### config.mk
export PLATFORM = sky130hd
export DESIGN_NAME = viewport_fit_and_point_map_top
export DESIGN_NICKNAME = d
export VERILOG_FILES = /design/src/sv/vpfit_pkg.sv /design/src/sv/vpfit_div.sv /design/src/sv/viewport_fit_and_point_map_top.sv
export SDC_FILE = /design/constraint.sdc
export NUM_CORES = 2
export LEC_CHECK = 0
export BUFFER_PORTS_ARGS = -buffer_cell sky130_fd_sc_hd__buf_2
export CORE_MARGIN = 2
export CORE_UTILIZATION = 35
export CTS_BUF_LIST = sky130_fd_sc_hd__clkbuf_4 sky130_fd_sc_hd__clkbuf_8
export DETAILED_ROUTE_END_ITERATION = 7
export PLACE_DENSITY = 0.49
export SLEW_MARGIN = 25
export SYNTH_ARGS = -nofsm -noshare
export SYNTH_HDL_FRONTEND = slang
export SYNTH_HIERARCHICAL = 1
export SYNTH_SLANG_ARGS = --single-unit
### constraint.sdc
create_clock -name clk -period 10.2 [get_ports clk]
set_input_delay 1.02 -clock clk [delete_from_list [all_inputs] [get_ports clk]]
set_output_delay 1.02 -clock clk [all_outputs]
set_load 0.02 [all_outputs]
### src/sv/vpfit_pkg.sv
// Package: shared widths, opcodes and divider request and response types for the viewport block.
package vpfit_pkg;
  localparam int DimBits   = 12;
  localparam int FracBits  = 16;
  localparam int RatioBits = DimBits + FracBits;
  localparam int DivBits   = 32;
  localparam int CntBits   = 6;

  localparam logic [2:0] RegSrcW   = 3'd0;
  localparam logic [2:0] RegSrcH   = 3'd1;
  localparam logic [2:0] RegScrW   = 3'd2;
  localparam logic [2:0] RegScrH   = 3'd3;
  localparam logic [2:0] RegInset  = 3'd4;
  localparam logic [2:0] RegFourTh = 3'd5;
  localparam logic [2:0] RegMode   = 3'd6;

  localparam logic [2:0] ModeNative  = 3'd0;
  localparam logic [2:0] ModeFit     = 3'd1;
  localparam logic [2:0] ModeFit8    = 3'd2;
  localparam logic [2:0] ModeInteger = 3'd3;
  localparam logic [2:0] ModeStretch = 3'd4;

  typedef struct packed {
    logic               go;
    logic [DivBits-1:0] num;
    logic [DivBits-1:0] den;
  } div_req_t;

  typedef struct packed {
    logic               done;
    logic [DivBits-1:0] quo;
  } div_rsp_t;
endpackage

### src/sv/vpfit_div.sv
// Shared restoring divider, one quotient bit per cycle.
module vpfit_div
  import vpfit_pkg::*;
(
  input  logic     clk,
  input  logic     rst,
  input  div_req_t req,
  output div_rsp_t rsp
);
  logic [DivBits-1:0] quo;
  logic [DivBits:0]   rem;
  logic [DivBits-1:0] den;
  logic [CntBits-1:0] cnt;
  logic               run;
  logic               done_r;
  logic [DivBits:0]   trial;

  assign trial = {rem[DivBits-1:0], quo[DivBits-1]} - {1'b0, den};

  always_ff @(posedge clk) begin
    if (rst) begin
      run <= 1'b0;
      done_r <= 1'b0;
    end else begin
      done_r <= 1'b0;
      if (req.go) begin
        run <= 1'b1;
        quo <= req.num;
        den <= req.den;
        rem <= '0;
        cnt <= CntBits'(DivBits - 1);
      end else if (run) begin
        if (!trial[DivBits]) begin
          rem <= trial;
          quo <= {quo[DivBits-2:0], 1'b1};
        end else begin
          rem <= {rem[DivBits-1:0], quo[DivBits-1]};
          quo <= {quo[DivBits-2:0], 1'b0};
        end
        if (cnt == '0) begin
          run <= 1'b0;
          done_r <= 1'b1;
        end
        cnt <= cnt - 1'b1;
      end
    end
  end
  assign rsp = '{done_r, quo};

  a_done_idle: assert property (@(posedge clk) disable iff (rst) done_r |-> !run)
    else $error("divider done while running");
  a_done_pulse: assert property (@(posedge clk) disable iff (rst) done_r |=> !done_r)
    else $error("divider done longer than one cycle");
  a_go_idle: assert property (@(posedge clk) disable iff (rst) req.go |-> !run)
    else $error("divide issued while running");
endmodule

### src/sv/viewport_fit_and_point_map_top.sv
// Top level: config registers, sequencer and stored window around one shared divider.
//
// A request is taken when start is high and busy is low. Divides run one at a
// time on the shared 32-step divider. A recompute that reaches the divider
// takes one to four divides; a point map that passes its checks takes two.
// busy stays high for the whole request, and the result appears with
// done high for exactly one cycle; the receiver cannot stall it, so capture
// it then. Config writes go through wr_en/wr_index/wr_data and must only
// happen while busy is low.
module viewport_fit_and_point_map_top
  import vpfit_pkg::*;
(
  input  logic                 clk,
  input  logic                 rst,
  input  logic                 wr_en,
  input  logic [2:0]           wr_index,
  input  logic [DimBits-1:0]   wr_data,
  input  logic                 start,
  output logic                 busy,
  input  logic                 action,
  input  logic [DimBits-1:0]   point_x,
  input  logic [DimBits-1:0]   point_y,
  output logic                 done,
  output logic                 status,
  output logic [DimBits-1:0]   view_x,
  output logic [DimBits-1:0]   view_y,
  output logic [DimBits-1:0]   view_width,
  output logic [DimBits-1:0]   view_height,
  output logic [RatioBits-1:0] ratio_x,
  output logic [RatioBits-1:0] ratio_y,
  output logic [DimBits-1:0]   mapped_x,
  output logic [DimBits-1:0]   mapped_y
);
  typedef enum logic [3:0] {
    S_IDLE, S_CHECK, S_D1, S_W1, S_D2, S_W2, S_D3, S_W3, S_D4, S_W4, S_FIN,
    S_MAP1, S_MW1, S_MAP2, S_MW2
  } state_t;

  state_t state;
  logic [DimBits-1:0] src_w, src_h, scr_w, scr_h, inset_r;
  logic               four_th;
  logic [2:0]         mode;
  logic [DimBits-1:0] win_x, win_y, win_w, win_h;
  logic [RatioBits-1:0] win_rx, win_ry;
  logic               win_valid;
  logic [DimBits-1:0] px, py, inset, ah, rw, rh, w, h, s;
  logic               ok;
  div_req_t dreq;
  div_rsp_t drsp;

  vpfit_div u_div (.clk(clk), .rst(rst), .req(dreq), .rsp(drsp));

  // Hold the config registers.
  always_ff @(posedge clk) begin
    if (rst) begin
      src_w <= 12'd640; src_h <= 12'd400; scr_w <= 12'd640; scr_h <= 12'd400;
      inset_r <= '0; four_th <= 1'b0; mode <= ModeFit;
    end else if (wr_en) begin
      unique case (wr_index)
        RegSrcW:   src_w <= wr_data;
        RegSrcH:   src_h <= wr_data;
        RegScrW:   scr_w <= wr_data;
        RegScrH:   scr_h <= wr_data;
        RegInset:  inset_r <= wr_data;
        RegFourTh: four_th <= wr_data[0];
        RegMode:   mode <= wr_data[2:0];
        default: ;
      endcase
    end
  end

  // Quotient clipped to dimension width (values always fit where used).
  logic [DimBits-1:0] q12;
  logic [DivBits-1:0] qd;
  assign qd  = drsp.quo;
  assign q12 = qd[DimBits-1:0];
  logic qbig;
  assign qbig = |qd[DivBits-1:DimBits];

  logic [DimBits-1:0] w8;
  assign w8 = {w[DimBits-1:3], 3'b000};

  always_ff @(posedge clk) begin
    if (rst) begin
      state <= S_IDLE; busy <= 1'b0; done <= 1'b0; dreq.go <= 1'b0;
      win_valid <= 1'b0; win_x <= '0; win_y <= '0; win_w <= '0; win_h <= '0;
      win_rx <= '0; win_ry <= '0;
    end else begin
      done <= 1'b0;
      dreq.go <= 1'b0;
      unique case (state)
        S_IDLE: begin
          if (start) begin
            busy <= 1'b1; px <= point_x; py <= point_y;
            mapped_x <= '0; mapped_y <= '0;
            if (action) begin
              ok <= win_valid && src_w != 0 && src_h != 0 && win_w != 0 &&
                    win_h != 0 && point_x >= win_x && point_y >= win_y &&
                    {1'b0, point_x} < {1'b0, win_x} + {1'b0, win_w} &&
                    {1'b0, point_y} < {1'b0, win_y} + {1'b0, win_h};
              state <= S_MAP1;
            end else begin
              // Drop the stored window, then recompute.
              win_valid <= 1'b0; win_x <= '0; win_y <= '0; win_w <= '0;
              win_h <= '0; win_rx <= '0; win_ry <= '0;
              inset <= (inset_r < scr_h) ? inset_r : scr_h;
              rw <= four_th ? 12'd4 : src_w;
              rh <= four_th ? 12'd3 : src_h;
              state <= S_CHECK;
            end
          end
        end
        S_CHECK: begin
          ah <= scr_h - inset;
          if (src_w == 0 || src_h == 0 || scr_w == 0 || scr_h == 0 ||
              mode > ModeStretch || scr_h == inset) begin
            ok <= 1'b0; state <= S_FIN;
          end else if (mode == ModeStretch) begin
            w <= scr_w; h <= scr_h - inset; state <= S_D4;
          end else begin
            state <= S_D1;
          end
        end
        S_D1: begin
          // native: h=min(src_h,ah) then w=h*rw/rh; fit: w=ah*rw/rh; int: aw/src_w
          dreq.go <= 1'b1;
          if (mode == ModeNative) begin
            h <= (src_h < ah) ? src_h : ah;
            dreq.num <= DivBits'((src_h < ah) ? src_h : ah) * DivBits'(rw);
            dreq.den <= DivBits'(rh);
          end else if (mode == ModeInteger) begin
            dreq.num <= DivBits'(scr_w); dreq.den <= DivBits'(src_w);
          end else begin
            dreq.num <= DivBits'(ah) * DivBits'(rw); dreq.den <= DivBits'(rh);
          end
          state <= S_W1;
        end
        S_W1: if (drsp.done) begin
          if (mode == ModeInteger) begin
            s <= q12; state <= S_D2;
          end else if (mode == ModeNative) begin
            if (qbig || q12 > scr_w) begin
              w <= scr_w; state <= S_D2;
            end else begin
              w <= q12; state <= S_D4;
            end
          end else begin
            w <= (qbig || q12 > scr_w) ? scr_w : q12; state <= S_D2;
          end
        end
        S_D2: begin
          if (mode == ModeInteger) begin
            dreq.go <= 1'b1; dreq.num <= DivBits'(ah); dreq.den <= DivBits'(src_h);
            state <= S_W2;
          end else begin
            if (mode == ModeFit8) w <= w8;
            if ((mode == ModeFit8 ? w8 : w) == 0) begin
              ok <= 1'b0; state <= S_FIN;
            end else begin
              dreq.go <= 1'b1;
              dreq.num <= DivBits'(mode == ModeFit8 ? w8 : w) * DivBits'(rh);
              dreq.den <= DivBits'(rw);
              state <= S_W2;
            end
          end
        end
        S_W2: if (drsp.done) begin
          if (mode == ModeInteger) begin
            s <= (q12 < s) ? ((q12 == 0) ? 12'd1 : q12) : ((s == 0) ? 12'd1 : s);
            state <= S_D3;
          end else begin
            h <= q12; state <= S_D4;
          end
        end
        S_D3: begin
          // Integer multiple; clamp to the free area.
          w <= ((24'(src_w) * 24'(s)) > 24'(scr_w)) ? scr_w :
               DimBits'(24'(src_w) * 24'(s));
          h <= ((24'(src_h) * 24'(s)) > 24'(ah)) ? ah : DimBits'(24'(src_h) * 24'(s));
          state <= S_D4;
        end
        S_D4: begin
          if (w == 0 || h == 0) begin
            ok <= 1'b0; state <= S_FIN;
          end else begin
            dreq.go <= 1'b1;
            dreq.num <= DivBits'({w, {FracBits{1'b0}}}); dreq.den <= DivBits'(src_w);
            state <= S_W3;
          end
        end
        S_W3: if (drsp.done) begin
          win_rx <= qd[RatioBits-1:0];
          dreq.go <= 1'b1;
          dreq.num <= DivBits'({h, {FracBits{1'b0}}}); dreq.den <= DivBits'(src_h);
          state <= S_W4;
        end
        S_W4: if (drsp.done) begin
          win_ry <= qd[RatioBits-1:0];
          win_x <= (scr_w - w) >> 1;
          win_y <= inset + ((ah - h) >> 1);
          win_w <= w; win_h <= h; win_valid <= 1'b1;
          ok <= 1'b1; state <= S_FIN;
        end
        S_MAP1: begin
          if (!ok) begin
            state <= S_FIN;
          end else begin
            dreq.go <= 1'b1;
            dreq.num <= DivBits'(px - win_x) * DivBits'(src_w);
            dreq.den <= DivBits'(win_w);
            state <= S_MW1;
          end
        end
        S_MW1: if (drsp.done) begin
          mapped_x <= q12; state <= S_MAP2;
        end
        S_MAP2: begin
          dreq.go <= 1'b1;
          dreq.num <= DivBits'(py - win_y) * DivBits'(src_h);
          dreq.den <= DivBits'(win_h);
          state <= S_MW2;
        end
        S_MW2: if (drsp.done) begin
          mapped_y <= q12; state <= S_FIN;
        end
        S_FIN: begin
          status <= !ok; done <= 1'b1; busy <= 1'b0; state <= S_IDLE;
        end
        default: state <= S_IDLE;
      endcase
    end
  end

  assign view_x = win_x;
  assign view_y = win_y;
  assign view_width = win_w;
  assign view_height = win_h;
  assign ratio_x = win_rx;
  assign ratio_y = win_ry;

  a_done_idle: assert property (@(posedge clk) disable iff (rst) done |-> !busy)
    else $error("done while busy");
  a_window_clear: assert property (@(posedge clk) disable iff (rst)
    win_valid || (win_w == 0 && win_h == 0))
    else $error("stale window");
  a_no_idle_go: assert property (@(posedge clk) disable iff (rst)
    !(dreq.go && state == S_IDLE))
    else $error("divide from idle");
  a_idle_ready: assert property (@(posedge clk) disable iff (rst)
    (state == S_IDLE) |-> !busy)
    else $error("busy while idle");
endmodule

==> flow_metrics.py <==
metrics = {
    "status": {
        "status": "complete, no violations",
    },
    "floorplan": {
        "floorplan.initialDensity_pct": 35.2,
        "die_area_um2": 185000,
        "dieWidth_um": 430,
        "die_h_um": 430,
        "core_um2": 180000,
        "ios": 175,
        "rows": 156,
    },
    "synthesis": {
        "yosysMostFrequentCell": "inv_1",
        "synth_mux_area_share_pct": 1.97,
        "synth_flop_cell": "edfxtp_1",
        "ys_seq_area_share_pct": 18.7,
        "yosysWarnings": 6,
        "syn-instance-count": 7174,
        "ys_top_cells_by_area": "fa_1 25%, ha_1 13%, edfxtp_1 13%",
        "synth_simple_gate_area_share_pct": 16.4,
        "postSynthAreaPerCell_um2": 8.84,
        "synth_edf_count": 277,
        "synth_top_family_by_area": "adder cells",
        "synth_xor_area_share_pct": 2.90,
        "synth_seq_cells": 454,
        "synth_cell_types": 92,
        "synth_compound_area_share_pct": 12.0,
        "synthAdderAreaFrac_pct": 38.6,
        "syn_area_um2": 63400,
        "yosys.area.top_type": "fa_1",
        "yosys-top-cells-count": "1240 x inv_1, 959 x nand2_1, 805 x fa_1",
        "yosys.area.top_type_share_pct": 25.4,
        "ys_async_sr_fraction_pct": 0,
    },
    "timing": {
        "relSlewSlack_pct": 21.1,
        "fin_crit_ns": 9.03,
        "finalWorstSetupSlack_ns": 1.17,
        "tns_ns": 0,
        "worstMarginPinSlew_ns": 1.17,
        "clock_skew_ns": 0.0724,
        "setup_viol": 0,
        "finalCritPeriodShare_pct": 88.5,
        "holdWs_ns": 0.418,
        "rsz0062_at_grt": "false",
        "final_max_slew_viol_count": 0,
        "fmax_mhz": 111,
        "hold_viol": 0,
    },
    "critical_path": {
        "cp_max_fo": 12,
        "max_stage_delay_ns": 0.59,
        "crit_buf_inv": 4,
        "slowest_stage": "o21ai_0",
        "start_kind": "flop",
        "cp_common_cell": "fa_1",
        "critPathTopFamily": "adder cells",
        "critical_path_arrival_ns": 9.54,
        "critPathKind": "flop to flop",
        "cp-end-kind": "flop",
        "worstPathRequired_ns": 10.71,
    },
    "layout": {
        "drive_gt1_share_pct": 8.33,
        "fin_nets": 8790,
        "fillers": 18572,
        "fin_util_pct": 38.4,
        "area_growth_pct": 9.25,
    },
    "clocking": {
        "path_clk_slew_ns": 0.07,
        "ctsResizeCount": 0,
        "cts_made_buffers": 85,
        "clkLatencyLatePin_ns": 0.80,
        "postCtsSetupBuffers": 0,
        "hold_buffers": 0,
        "clk_path_buf_depth": 3,
        "cts_sinks": 454,
        "h-tree-depth": 3,
        "cts_tree": "built",
        "cts_root_buf": "clkbuf_8",
    },
    "power_and_ir_drop": {
        "leakage_nw": 32.9,
        "power.density_nw_per_um2": 285,
        "vdd_ir_drop_max_uv": 361,
        "p_total_mw": 19.7,
    },
    "grt": {
        "grt.overflow.total": 0,
        "track_usage_pct": 24.8,
        "grt_max_degree": 70,
        "grt_first_pass_wirelength_um": 345000,
        "antenna_found_initial": 14,
        "grt_pass1_vias": 52551,
    },
    "worst_hold_path": {
        "hold_class": "flop to flop",
    },
    "detailed_routing": {
        "first_pass_iters": 8,
        "via_per_inst": 5.35,
        "vias": 51978,
        "wl_um": 230000,
        "drtIter0Drc": 4249,
        "drcViolationCount": 0,
        "wire_per_inst_um": 23.7,
        "ant_nets": 0,
    },
    "place": {
        "dp_hpwl_um": 179000,
        "gp_congestion": 1.02,
        "place_ws_ns": 1.22,
        "portBuffers": 173,
    },
    "flow_run": {
        "max_cap_viol_count": 0,
    },
}
[placed cells by master, fill, tap and decap left out, drive strengths merged, types with 78 or more instances in the layout]
cell type	count
ha	668
edfxtp	277
inv	1246
a22oi	144
nor2b	105
fa	805
xnor2	121
nor2	350
clkbuf	129
dfxtp	177
and2	380
buf	331
xor2	84
a21o	78
nand2	960
a21oi	301
o21ai	192
[final cells by class]
type	instances	area [um^2]	share of cell area, %
Clock inverter	29	297	0.428
Timing Repair Buffer	331	2110	3.04
Tap cell	2370	2970	4.28
Sequential cell	454	11900	17.1
Inverter	1242	4660	6.73
Multi-Input combinational cell	5159	45800	66.1
Antenna cell	4	10.0	0.0144
Clock buffer	129	1590	2.29
[through the flow]
| step | cells | cell area (um^2) |
|---|---|---|
| 6_report | 9718 | 69300 |
| 2_1_floorplan | 7194 | 63500 |
| 4_1_cts | 9713 | 69300 |
| 3_5_place_dp | 9555 | 67400 |
| 5_1_grt | 9715 | 69300 |
| 3_3_place_gp | 9553 | 67300 |
[logic make-up after synthesis]
| kind of cell | Yosys count |
|---|---|
| and+or+nand+nor | 2199 |
| buffers and inverters | 1581 |
| xor gates and xnor gates | 207 |
| other | 1 |
| DFF | 454 |
| muxes | 117 |
| adders and majority gates | 1473 |
| AOI/OAI and AO/OA | 1142 |
[routing by layer]
layer | global-route usage [%] | routed length (um) | vias to the layer above | share of wire (%)
met5 | 0 | 53 | - | 0.023
met4 | 10.1 | 10400 | 8 | 4.5
met3 | 3.62 | 15700 | 398 | 6.8
met2 | 39.2 | 103000 | 1828 | 45
met1 | 34.1 | 101000 | 26182 | 44
li1 | - | - | 23562 | -
[power breakdown]
part           internal [mW]  switching, mW
combinational           5.33           9.68
sequential              2.41          0.321
clock                   1.13          0.878
[sequential cells by signal, indices dropped and copies added, names as in the netlist, 28 cells and up]
signal / cells
u_div/den: 32
dreq: 42
u_div/rem: 32
ratio_x: 28
ratio_y: 28
u_div/quo: 32
[path summary, 6_finish.rpt]
path | from | slack (ns) | cells after the start | endpoint
max | view_x[0] | 1.17 | 28 | dreq[54]
min | dreq[7] | 0.42 | 0 | u_div/den[7]
max reg2reg | view_x[0] | 1.17 | 28 | dreq[54]
min reg2reg | dreq[7] | 0.42 | 0 | u_div/den[7]
Note: power is estimated with default switching activity, not from simulation.
